===== src/sv/mtrh_pkg.sv =====
// Shared types and constants for the Modbus TCP request handler.
// Used by the controller, the datapath and the top level; no dependencies.
`default_nettype none

package mtrh_pkg;

    typedef struct packed {
        logic        operation;
        logic [7:0]  rx_byte;
        logic [15:0] load_address;
        logic [15:0] load_value;
    } in_item_t;

    typedef struct packed {
        logic [63:0] resp_bytes;
        logic [3:0]  resp_count;
        logic        resp_last;
    } out_item_t;

    typedef enum logic [3:0] {
        ST_CLEAR,
        ST_IDLE,
        ST_DECIDE,
        ST_DISPATCH,
        ST_WR_A,
        ST_WR_B,
        ST_WR_C,
        ST_EMIT_FIX,
        ST_RD_ADDR,
        ST_RD_HI,
        ST_RD_LO
    } state_t;

    typedef enum logic [1:0] {
        OUTC_READ,
        OUTC_WRITE1,
        OUTC_WRITEN,
        OUTC_EXC
    } outcome_t;

    typedef struct packed {
        logic clear_step;
        logic take_item;
        logic decide;
        logic write_one;
        logic wr_hi;
        logic wr_lo;
        logic wr_commit;
        logic emit_fix;
        logic rd_issue;
        logic emit_hi;
        logic emit_lo;
    } cmd_t;

    typedef struct packed {
        logic     clear_last;
        logic     frame_end;
        outcome_t outcome;
        logic     word_last;
        logic     fix_end;
        logic     emit_ok;
    } status_t;

    localparam logic [1:0] CFG_UNIT_ID    = 2'd0;
    localparam logic [1:0] CFG_WRITE_LOW  = 2'd1;
    localparam logic [1:0] CFG_WRITE_HIGH = 2'd2;

    localparam logic [7:0] FC_READ_HOLD  = 8'd3;
    localparam logic [7:0] FC_READ_INPUT = 8'd4;
    localparam logic [7:0] FC_WRITE_ONE  = 8'd6;
    localparam logic [7:0] FC_WRITE_MANY = 8'd16;

    localparam logic [7:0] EXC_FUNCTION = 8'd1;
    localparam logic [7:0] EXC_ADDRESS  = 8'd2;
    localparam logic [7:0] EXC_VALUE    = 8'd3;

    localparam logic [7:0] UNIT_BROADCAST = 8'hFF;
    localparam logic [7:0] EXC_FLAG       = 8'h80;
    localparam logic [15:0] LEN_MIN       = 16'd2;
    localparam logic [15:0] LEN_MAX       = 16'd253;
    localparam logic [15:0] READ_QTY_MAX  = 16'd125;
    localparam logic [15:0] WRITE_QTY_MAX = 16'd123;
    localparam logic [16:0] ADDR_SPAN     = 17'h10000;

endpackage

`default_nettype wire


===== src/sv/mtrh_ctrl.sv =====
// Controller state machine of the Modbus TCP request handler.
// Depends on mtrh_pkg; drives commands to mtrh_dp and reads its status.
`default_nettype none

module mtrh_ctrl
    import mtrh_pkg::*;
(
    input  wire logic    clk,
    input  wire logic    rst_n,
    input  wire logic    in_valid,
    output logic         in_ready,
    input  wire status_t sts,
    output cmd_t         cmd
);

    state_t state_reg;
    state_t state_next;

    always_ff @(posedge clk or negedge rst_n)
    begin
        if (!rst_n)
        begin
            state_reg <= ST_CLEAR;
        end
        else
        begin
            state_reg <= state_next;
        end
    end

    always_comb
    begin
        state_next = state_reg;
        cmd        = '0;
        in_ready   = 1'b0;
        unique case (state_reg)
            ST_CLEAR:
            begin
                cmd.clear_step = 1'b1;
                if (sts.clear_last)
                begin
                    state_next = ST_IDLE;
                end
            end
            ST_IDLE:
            begin
                in_ready = 1'b1;
                if (in_valid)
                begin
                    cmd.take_item = 1'b1;
                    if (sts.frame_end)
                    begin
                        state_next = ST_DECIDE;
                    end
                end
            end
            ST_DECIDE:
            begin
                cmd.decide = 1'b1;
                state_next = ST_DISPATCH;
            end
            ST_DISPATCH:
            begin
                unique case (sts.outcome)
                    OUTC_WRITE1:
                    begin
                        cmd.write_one = 1'b1;
                        state_next    = ST_EMIT_FIX;
                    end
                    OUTC_WRITEN: state_next = ST_WR_A;
                    default:     state_next = ST_EMIT_FIX;
                endcase
            end
            ST_WR_A:
            begin
                cmd.wr_hi  = 1'b1;
                state_next = ST_WR_B;
            end
            ST_WR_B:
            begin
                cmd.wr_lo  = 1'b1;
                state_next = ST_WR_C;
            end
            ST_WR_C:
            begin
                cmd.wr_commit = 1'b1;
                state_next    = sts.word_last ? ST_EMIT_FIX : ST_WR_A;
            end
            ST_EMIT_FIX:
            begin
                if (sts.emit_ok)
                begin
                    cmd.emit_fix = 1'b1;
                    if (sts.fix_end)
                    begin
                        state_next = (sts.outcome == OUTC_READ) ? ST_RD_ADDR : ST_IDLE;
                    end
                end
            end
            ST_RD_ADDR:
            begin
                cmd.rd_issue = 1'b1;
                state_next   = ST_RD_HI;
            end
            ST_RD_HI:
            begin
                if (sts.emit_ok)
                begin
                    cmd.emit_hi = 1'b1;
                    state_next  = ST_RD_LO;
                end
            end
            ST_RD_LO:
            begin
                if (sts.emit_ok)
                begin
                    cmd.emit_lo = 1'b1;
                    state_next  = sts.word_last ? ST_IDLE : ST_RD_ADDR;
                end
            end
            default: state_next = ST_IDLE;
        endcase
    end

endmodule

`default_nettype wire


===== config.mk =====
export PLATFORM = sky130hd
export DESIGN_NAME = mtrh_ctrl
export DESIGN_NICKNAME = d
export VERILOG_FILES = /design/src/sv/mtrh_pkg.sv /design/src/sv/mtrh_ctrl.sv
export SDC_FILE = /design/constraint.sdc
export NUM_CORES = 1
export LEC_CHECK = 0
export ABC_CLOCK_PERIOD_IN_PS = 1700
export BUFFER_PORTS_ARGS = -buffer_cell sky130_fd_sc_hd__clkbuf_2
export CAP_MARGIN = 0
export CORE_MARGIN = 3
export CORE_UTILIZATION = 35
export DETAILED_ROUTE_END_ITERATION = 6
export HOLD_SLACK_MARGIN = 0.05
export PLACE_DENSITY = 0.64
export SYNTH_ARGS = -nofsm -noshare
export SYNTH_HDL_FRONTEND = slang
export SYNTH_SLANG_ARGS = --single-unit

===== constraint.sdc =====
create_clock -name clk -period 1.7 [get_ports clk]
set_clock_uncertainty 0.1 [all_clocks]
set_input_delay 0 -clock clk [delete_from_list [all_inputs] [get_ports clk]]
set_output_delay 0 -clock clk [all_outputs]
set_load 0.03 [all_outputs]

# After elaboration in Yosys (flattened, before gate mapping)
# Cells that the tools add are included.
word_totals:
  input_bits: 10
  reg_bits: 4
  wordCells: 50
  output_inout_bits: 12
op_classes:
  reduce_logical: 3
  mux: 27
  eq_ne: 19
ops:
  columns: ["cell", "n"]
  rows:
  - ["4-bit one-hot mux with 11 select lines", 1]
  - ["4-bit 2-to-1 mux", 9]
  - ["4-bit by 3-bit == test with 1-bit output (second input constant)", 4]
  - ["1-bit 2-to-1 mux", 15]
  - ["2-bit != test (second input constant)", 7]
  - ["4-bit == test (second input constant)", 3]
  - ["4-bit by 2-bit == test with 1-bit output (second input constant)", 2]
  - ["7-bit AND reduction", 1]
  - ["4-bit by 1-bit == test with 1-bit output (second input constant)", 1]
  - ["4-bit zero test", 1]
  - ["2-bit 2-to-1 mux", 2]
  - ["2-bit by 1-bit == test with 1-bit output (second input constant)", 1]
  - ["2-bit == test (second input constant)", 1]
  - ["2-bit zero test", 1]

# Longest topological paths before layout
# Gate-level depths: netlist (run 1).
logic_depth:
  ltp_word: 5
  mapped_depth: 6
  ltp_nobuf: 4

# Worst setup path after synthesis (run 1)
# Ideal clock, no wire load.
synth_path:
  path_type: "reg2out"
  startpoint: "register state_reg[2]"
  endpoint: "output cmd[9] (netlist name)"
  stages_incl_launch_ff: 5
  required_time_ns: 1.600
  path_buffers: 2
  setup_slack_ns: -0.179
  arrival_time_ns: 1.779
  cell_sequence: "dfrtp_1 > buf_6 > buf_2 > nor3_1 > and2_1"
synth_rtl:
  columns: ["item", "line_no", "source"]
  rows:
  - ["start, declared", "mtrh_ctrl.sv:16", "state_t state_reg;"]
  - ["start signal, assigned", "mtrh_ctrl.sv:27", "state_reg <= state_next;"]
  - ["end, declared", "mtrh_ctrl.sv:13", "output cmd_t cmd"]

# Final worst setup path (run 1)
layout_path:
  startpoint: "register state_reg[0]"
  endpoint: "register state_reg[1]"
layout_between:
  elab_chain_cells: 3
  elab_cells_between_ends: 20
  cone_classes: "eq/ne (17); mux (1); reduce/logical (2)"
layout_rtl:
  columns: ["item", "line_no", "source"]
  rows:
  - ["4-bit by 1-bit == test with 1-bit output, or another cell as far along", "mtrh_ctrl.sv:36", "unique case (state_reg)"]
  - ["2-bit != test (no line)", null, null]
  - ["7-bit AND reduction (no line)", null, null]
# Several ways; a longest one is shown, not always the timed one.
# A chain may end at the register's enable or synchronous reset.

==> results.tsv, run 1 <==
metric	value	unit
run_status	finished with violations	
failing_checks	negative setup slack	
vias	604	
power-per-cell-area	1666	mW/mm²
synth_cells	61	
ioPinCount	22	
initial_utilization	39.98	%
largest_register_ffs	4	
worstPathArrival	1760	ps
post_synth_xor_area_fraction	1.847	%
vias_in_the_first_global_route	561	
grt-ovfl-total	0	
avgViaCountPerCell	5.593	
synthTopCellsByCount	8 x sky130_fd_sc_hd__nor3_1, 7 x sky130_fd_sc_hd__nor2_1, 6 x sky130_fd_sc_hd__nand2b_1, 4 x sky130_fd_sc_hd__dfrtp_1, 4 x sky130_fd_sc_hd__nand2_1	
placedInstanceArea	653.1	µm²
slew_viol_final	0	
worstPathRequired	1720	ps
crit_slowest_cell	sky130_fd_sc_hd__dfrtp_1	
clk_transition_reported_paths	40	ps
yosysSeqAreaShare	21.11	%
antenna_cells	0	
synthesized_area_divided_by_synthesized_cell_count	7.774	µm²
layoutNonFillerInstCount	108	
p_leak	0.3440	nW
synth-adder-area-share	0	%
clkLatencyLatePin	240	ps
ys_ff_latch	4	
reg2reg_depth	5	
place_inst	101	
timing.max_slew.rel_slack	75.36	%
final_setup_violation_count	1	
detailed_placement_hpwl	1.089	mm
ant_nets	0	
route.detailed.wl_per_inst	14.18	µm
postSynth.topFlopCell	sky130_fd_sc_hd__dfrtp_1	
hp-class	primary input to flip-flop	
drc_errors	0	
final_layout_size_suffix_gt1_share	46.81	%
maxCapViolations	0	
worst_r2r_endpoint	state_reg[1]	
synthesis.area	474.2	µm²
synth_async_sr_flop_share	100.0	%
die_area	0.001833	mm²
cp_slowest_stage_delay	400	ps
largest_net_degree_at_the_start_of_global_routing	14	
r2r_setup_slack	-40	ps
grt_setup_unrepaired	true	
synth_simple_gate_area_share	44.33	%
synth_compound_area_share	22.43	%
wire_length_of_the_first_global_routing_pass	2.463	mm
floorplan.rows	12	
synth_top_cells_by_area	sky130_fd_sc_hd__dfrtp_1 21%, sky130_fd_sc_hd__nor3_1 8.4%, sky130_fd_sc_hd__nand2b_1 7.9%, sky130_fd_sc_hd__nor2_1 5.5%, sky130_fd_sc_hd__nand4bb_1 4.7%	
global_route.usage.total	17.14	%
cp-endpoint	state_reg[1]	
core	0.001186	mm²
timing.critical_path.max_delay_family	compound AO/OA/AOI/OAI gates	
worstPathMaxFanout	13	
die-width	42.81	µm
firstDrtPassIters	4	
synth_top_family_by_area	simple AND/OR/NAND/NOR gates	
placement.setup.worst_slack	13.25	ps
port_buffers	21	
postCtsSetupRepairBufs	0	
nets	106	
timing.final.hold_violations	0	
rr_startpoint	state_reg[0]	
die_height	42.81	µm
timing.critical_path.cells	buf_4 > nand4bb_1 > a31oi_2 > o41ai_1 > a21bo_1	
clk_path_buf_depth	2	
critPathKind	flip-flop to flip-flop	
achievable-frequency	0.5755	GHz
synth_fp_nets	71	
detail_route.iter0.violations	26	
post-route-worst-setup-slack	-37.76	ps
startpoint_type	flip-flop	
critical_path.endpoint_type	flip-flop	
timing_worst_slew_pin_value	364.9	ps
clk_root_buf	sky130_fd_sc_hd__clkbuf_4	
ctsHtreeMaxLevel	1	
finalInstanceArea	760.7	µm²
cts.sink_count	4	
timing.critical_path.from	state_reg[0]	
tns	-37.76	ps
synth_top_cell_area_share	21.11	%
yosys.cell_types.count	29	
yosys_warnings	0	
fin_crit	1738	ps
synth_enable_flop_cells	0	
cts_tree	yes	
cp.depth	5	
synth_top_area_cell	sky130_fd_sc_hd__dfrtp_1	
fill_cells	97	
min_period_over_period	102.2	%
finalWeightedCongestion	0.7581	
irDropWorstVdd	0.7633	mV
worstPathBufferInverterCount	1	
synth_most_common_cell	sky130_fd_sc_hd__nor3_1	
routed_wirelength	1.531	mm
grt_antenna_before_repair	0	
synth.mux.area_fraction	3.166	%
areaGrowthSynthToFinish	60.42	%
cts-buffers-inserted	3	
-- final cells by class --
type / instances / area [µm²] / area share, %
flip-flops and latches: 4 / 101.3 / 13.32
clock buffers: 3 / 22.52 / 2.961
inverters: 1 / 3.754 / 0.4934
well taps: 14 / 17.52 / 2.303
repair buffers: 35 / 226.5 / 29.77
multi-input cells: 51 / 389.1 / 51.15
-- how the worst min path moves through the flow --
stage                      start           end  cells past startpoint
after global placement     rst_n  state_reg[2]                      1
after CTS                 sts[2]  state_reg[0]                      4
after global routing      sts[3]  state_reg[3]                      3
after detailed placement   rst_n  state_reg[3]                      1
final                     sts[3]  state_reg[3]                      3
after floorplan            rst_n  state_reg[0]                      0
-- what timing repair did --
| action | CTS | global route |
|---|---|---|
| gates resized for setup | 1 | 9 |
| setup endpoints to repair | 1 | 5 |
| endpoints found under the hold margin | 5 | 0 |
| pin swaps | 0 | 1 |
| hold buffers | 4 | 0 |
-- cells by family (layout without fill, tap and decap cells) --
kind of cell	count (synthesis)	after routing
compound gates	13	13
buf+inv	6	39
xor+xnor	1	1
flops	4	4
simple gates	36	36
mux	1	1
-- cell usage in the layout, fill, tap and decap left out, types with 3 or more instances in the layout --
cell and n:
sky130_fd_sc_hd__clkbuf_4 3, sky130_fd_sc_hd__clkbuf_2 19, sky130_fd_sc_hd__dlygate4sd3_1 4, sky130_fd_sc_hd__nor3_1 6, sky130_fd_sc_hd__nand2_1 4, sky130_fd_sc_hd__dfrtp_1 3
sky130_fd_sc_hd__nor2_1 7, sky130_fd_sc_hd__buf_4 10, sky130_fd_sc_hd__nand2b_1 6
-- per-stage QoR --
stage               utilization [%]  hold slack, ps  total power [mW]
global route                  64.13           159.0             1.354
floorplan                         -          -395.6            0.7939
global placement              55.06          -293.0             1.049
finish                        64.13           130.5             1.267
CTS                           60.97           126.7             1.196
detailed placement            55.06          -294.2             1.055
-- worst register-to-register path: cells and delay by family (launching register included) --
kind                   cells  cell delay (ps)
DFF                        1              400
and+or+nand+nor            1              150
buffers and inverters      1              190
AOI/OAI and AO/OA          3              780
-- metal layers --
metal / wire, µm / track usage [%] / vias to the layer above
met5: 0 / 0 / -
met4: 55 / 12.42 / 0
met3: 82 / 0.8475 / 6
met2: 738 / 27.25 / 21
met1: 655 / 21.57 / 281
li1: - / - / 296
-- report_power, final --
part	leakage [nW]	switching, mW	internal, mW
Clock	0.0138	0.0416	0.0792
Combinational	0.283	0.548	0.420
Sequential	0.0468	0.0398	0.139
Power figures use the tool's default switching activity.
==> run 2, diff against run 1 <==
PLACE_DENSITY = unset   (was 0.64)
PLACE_DENSITY_LB_ADDON = 0.05   (was unset)
==> run 2 against run 1 <==
Against the previous run: the run still ends with negative setup slack left; sequential power grew 5%; power increased by 0.68%; design area grew 2.6%; flip-flop and latch count is the same; clock-buffer cell count unchanged; fmax up 2.0%; first-iteration DRC count shrank 77%; final cell count increased by 1.9%; combinational power rose by 0.4%; critical path depth shrank 1; via count down 3.0%; critical path type unchanged; largest power group unchanged.
==> results.tsv, run 2 (synthesis results as in run 1) <==
metric	value	unit	change
clk_transition_reported_paths	40	ps	about the same
layout.cells.most_common_list	18 x sky130_fd_sc_hd__clkbuf_2, 13 x sky130_fd_sc_hd__buf_4, 7 x sky130_fd_sc_hd__nor2_1, 6 x sky130_fd_sc_hd__nand2b_1, 6 x sky130_fd_sc_hd__nor3_1		was 19 x sky130_fd_sc_hd__clkbuf_2, 10 x sky130_fd_sc_hd__buf_4, 7 x sky130_fd_sc_hd__nor2_1, 6 x sky130_fd_sc_hd__nand2b_1, 6 x sky130_fd_sc_hd__nor3_1
detail_route.iter0.violations	6		was 26
core	0.001186	mm²	unchanged
cts-buffers-inserted	3		unchanged
ant_nets	0		unchanged
drc_errors	0		unchanged
hp-class	primary input to flip-flop		unchanged
tns	-4.163	ps	was -37.76 ps
timing.max_slew.rel_slack	78.19	%	was 75.36%
die_area	0.001833	mm²	unchanged
min_path_cells	4		was 3
worstHoldEndpoint	state_reg[2]		was state_reg[3]
ctsHtreeMaxLevel	1		unchanged
min_from	sts[0]		was sts[3]
nets	108		was 106
routed_wirelength	1.434	mm	was 1.531 mm
critPathKind	flip-flop to flip-flop		unchanged
largest_register_ffs	4		unchanged
worst_r2r_endpoint	state_reg[0]		was state_reg[1]
wire_length_of_the_first_global_routing_pass	2.249	mm	was 2.463 mm
grt_antenna_before_repair	0		unchanged
final_util	65.82	%	was 64.13%
global_route.usage.total	16.02	%	was 17.14%
critical_path.endpoint_type	flip-flop		unchanged
rr_startpoint	state_reg[0]		unchanged
timing.final.hold_violations	0		unchanged
port_buffers	21		unchanged
clkLatencyLatePin	230	ps	was 240 ps
power	1.276	mW	was 1.267 mW
floorplan.rows	12		unchanged
finalWeightedCongestion	0.7363		was 0.7581
timing_worst_slew_pin_value	322.9	ps	was 364.9 ps
startpoint_type	flip-flop		unchanged
areaGrowthSynthToFinish	64.64	%	was 60.42%
final.hold.worst_slack	56.76	ps	was 130.5 ps
grt-ovfl-total	0		unchanged
worstPathArrival	1720	ps	was 1760 ps
die_height	42.81	µm	unchanged
run_status	finished with violations		unchanged
fin_crit	1704	ps	was 1738 ps
worstPathMaxFanout	4		was 13
final_layout_size_suffix_gt1_share	50.00	%	was 46.81%
vias_in_the_first_global_route	540		was 561
antenna_cells	0		unchanged
maxCapViolations	0		unchanged
clk_root_buf	sky130_fd_sc_hd__clkbuf_4		unchanged
final_setup_violation_count	1		unchanged
vias	586		was 604
achievable-frequency	0.5868	GHz	was 0.5755 GHz
largest_net_degree_at_the_start_of_global_routing	14		unchanged
fill_cells	106		was 97
cts_tree	yes		unchanged
r2r_setup_slack	-4	ps	was -40 ps
grt_setup_unrepaired	true		unchanged
failing_checks	negative setup slack		unchanged
avgViaCountPerCell	5.327		was 5.593
route.detailed.wl_per_inst	13.04	µm	was 14.18 µm
die-width	42.81	µm	unchanged
slew_viol_final	0		unchanged
cts.sink_count	4		unchanged
power-per-cell-area	1634	mW/mm²	was 1666 mW/mm²
initial_utilization	39.98	%	unchanged
post-route-worst-setup-slack	-4.163	ps	was -37.76 ps
clk_path_buf_depth	2		unchanged
detailed_placement_hpwl	1.002	mm	was 1.089 mm
ioPinCount	22		unchanged
p_leak	0.3589	nW	was 0.3440 nW
reg2reg_depth	4		was 5
min_period_over_period	100.2	%	was 102.2%
firstDrtPassIters	3		was 4
layout.cells.most_common	sky130_fd_sc_hd__clkbuf_2		unchanged
irDropWorstVdd	0.8334	mV	was 0.7633 mV
worstPathRequired	1720	ps	about the same
## run 2: cell types whose count changed in the layout (fill, tap and decap cells not counted), sizes merged
cell and change:
clkbuf -1, dlygate4sd3 -1, buf +4
## run 2: worst max-delay path by stage
stage / startpoint / endpoint
CTS: state_reg[0] / state_reg[0]
floorplan: state_reg[1] / state_reg[0]
detailed placement: state_reg[0] / state_reg[0]
global placement: state_reg[1] / state_reg[0]
global route: state_reg[0] / state_reg[0]
finish: state_reg[0] / state_reg[0]
## run 2: final cells by class
| class | count | area, µm² | area share, % |
|---|---|---|---|
| Sequential cell | 4 | 101.3 | 12.98 |
| Inverter | 1 | 3.754 | 0.4808 |
| Clock buffer | 3 | 22.52 | 2.885 |
| Tap cell | 14 | 17.52 | 2.244 |
| Timing Repair Buffer | 37 | 245.2 | 31.41 |
| Multi-Input combinational cell | 51 | 390.4 | 50.00 |
## run 2: report_power, final
part           internal (mW)  switching [mW]
Clock                 0.0789          0.0379
Sequential             0.138          0.0495
Combinational          0.436           0.536
Total                  0.653           0.623
## run 2: metrics by stage
step | cells | setup WS [ps] | cell area (µm²)
6_report | 110 | -4.163 | 780.7
5_1_grt | 110 | -62.71 | 780.7
4_1_cts | 108 | 0.3092 | 715.7
3_5_place_dp | 102 | 9.822 | 660.6
3_3_place_gp | 102 | 22.11 | 660.6
2_1_floorplan | 61 | 23.24 | 485.5
## run 2: per-layer routing
metal | global-route usage, % | wire (µm) | vias to the layer above
met1 | 21.07 | 680 | 272
met3 | 6.356 | 71 | 0
met2 | 25.15 | 682 | 15
met5 | 0 | 0 | -
li1 | - | - | 299
met4 | 1.863 | 0 | 0
## run 2: timing repair
| action | 4_1_cts | 5_1_grt |
|---|---|---|
| hold buffers | 3 | 0 |
| endpoints found under the hold margin | 5 | 0 |
| cloned | 0 | 0 |
| buffers inserted | 0 | 2 |
| pin swaps | 0 | 1 |
| endpoints found under the setup margin | 1 | 8 |
| gates resized for setup | 1 | 12 |
## run 2: worst max-delay path, stage by stage, from the launching register on
cell	delay [ps]
sky130_fd_sc_hd__dfrtp_1	400
sky130_fd_sc_hd__or4_4	540
sky130_fd_sc_hd__a21oi_4	160
sky130_fd_sc_hd__nor3_2	80
sky130_fd_sc_hd__mux2_4	300
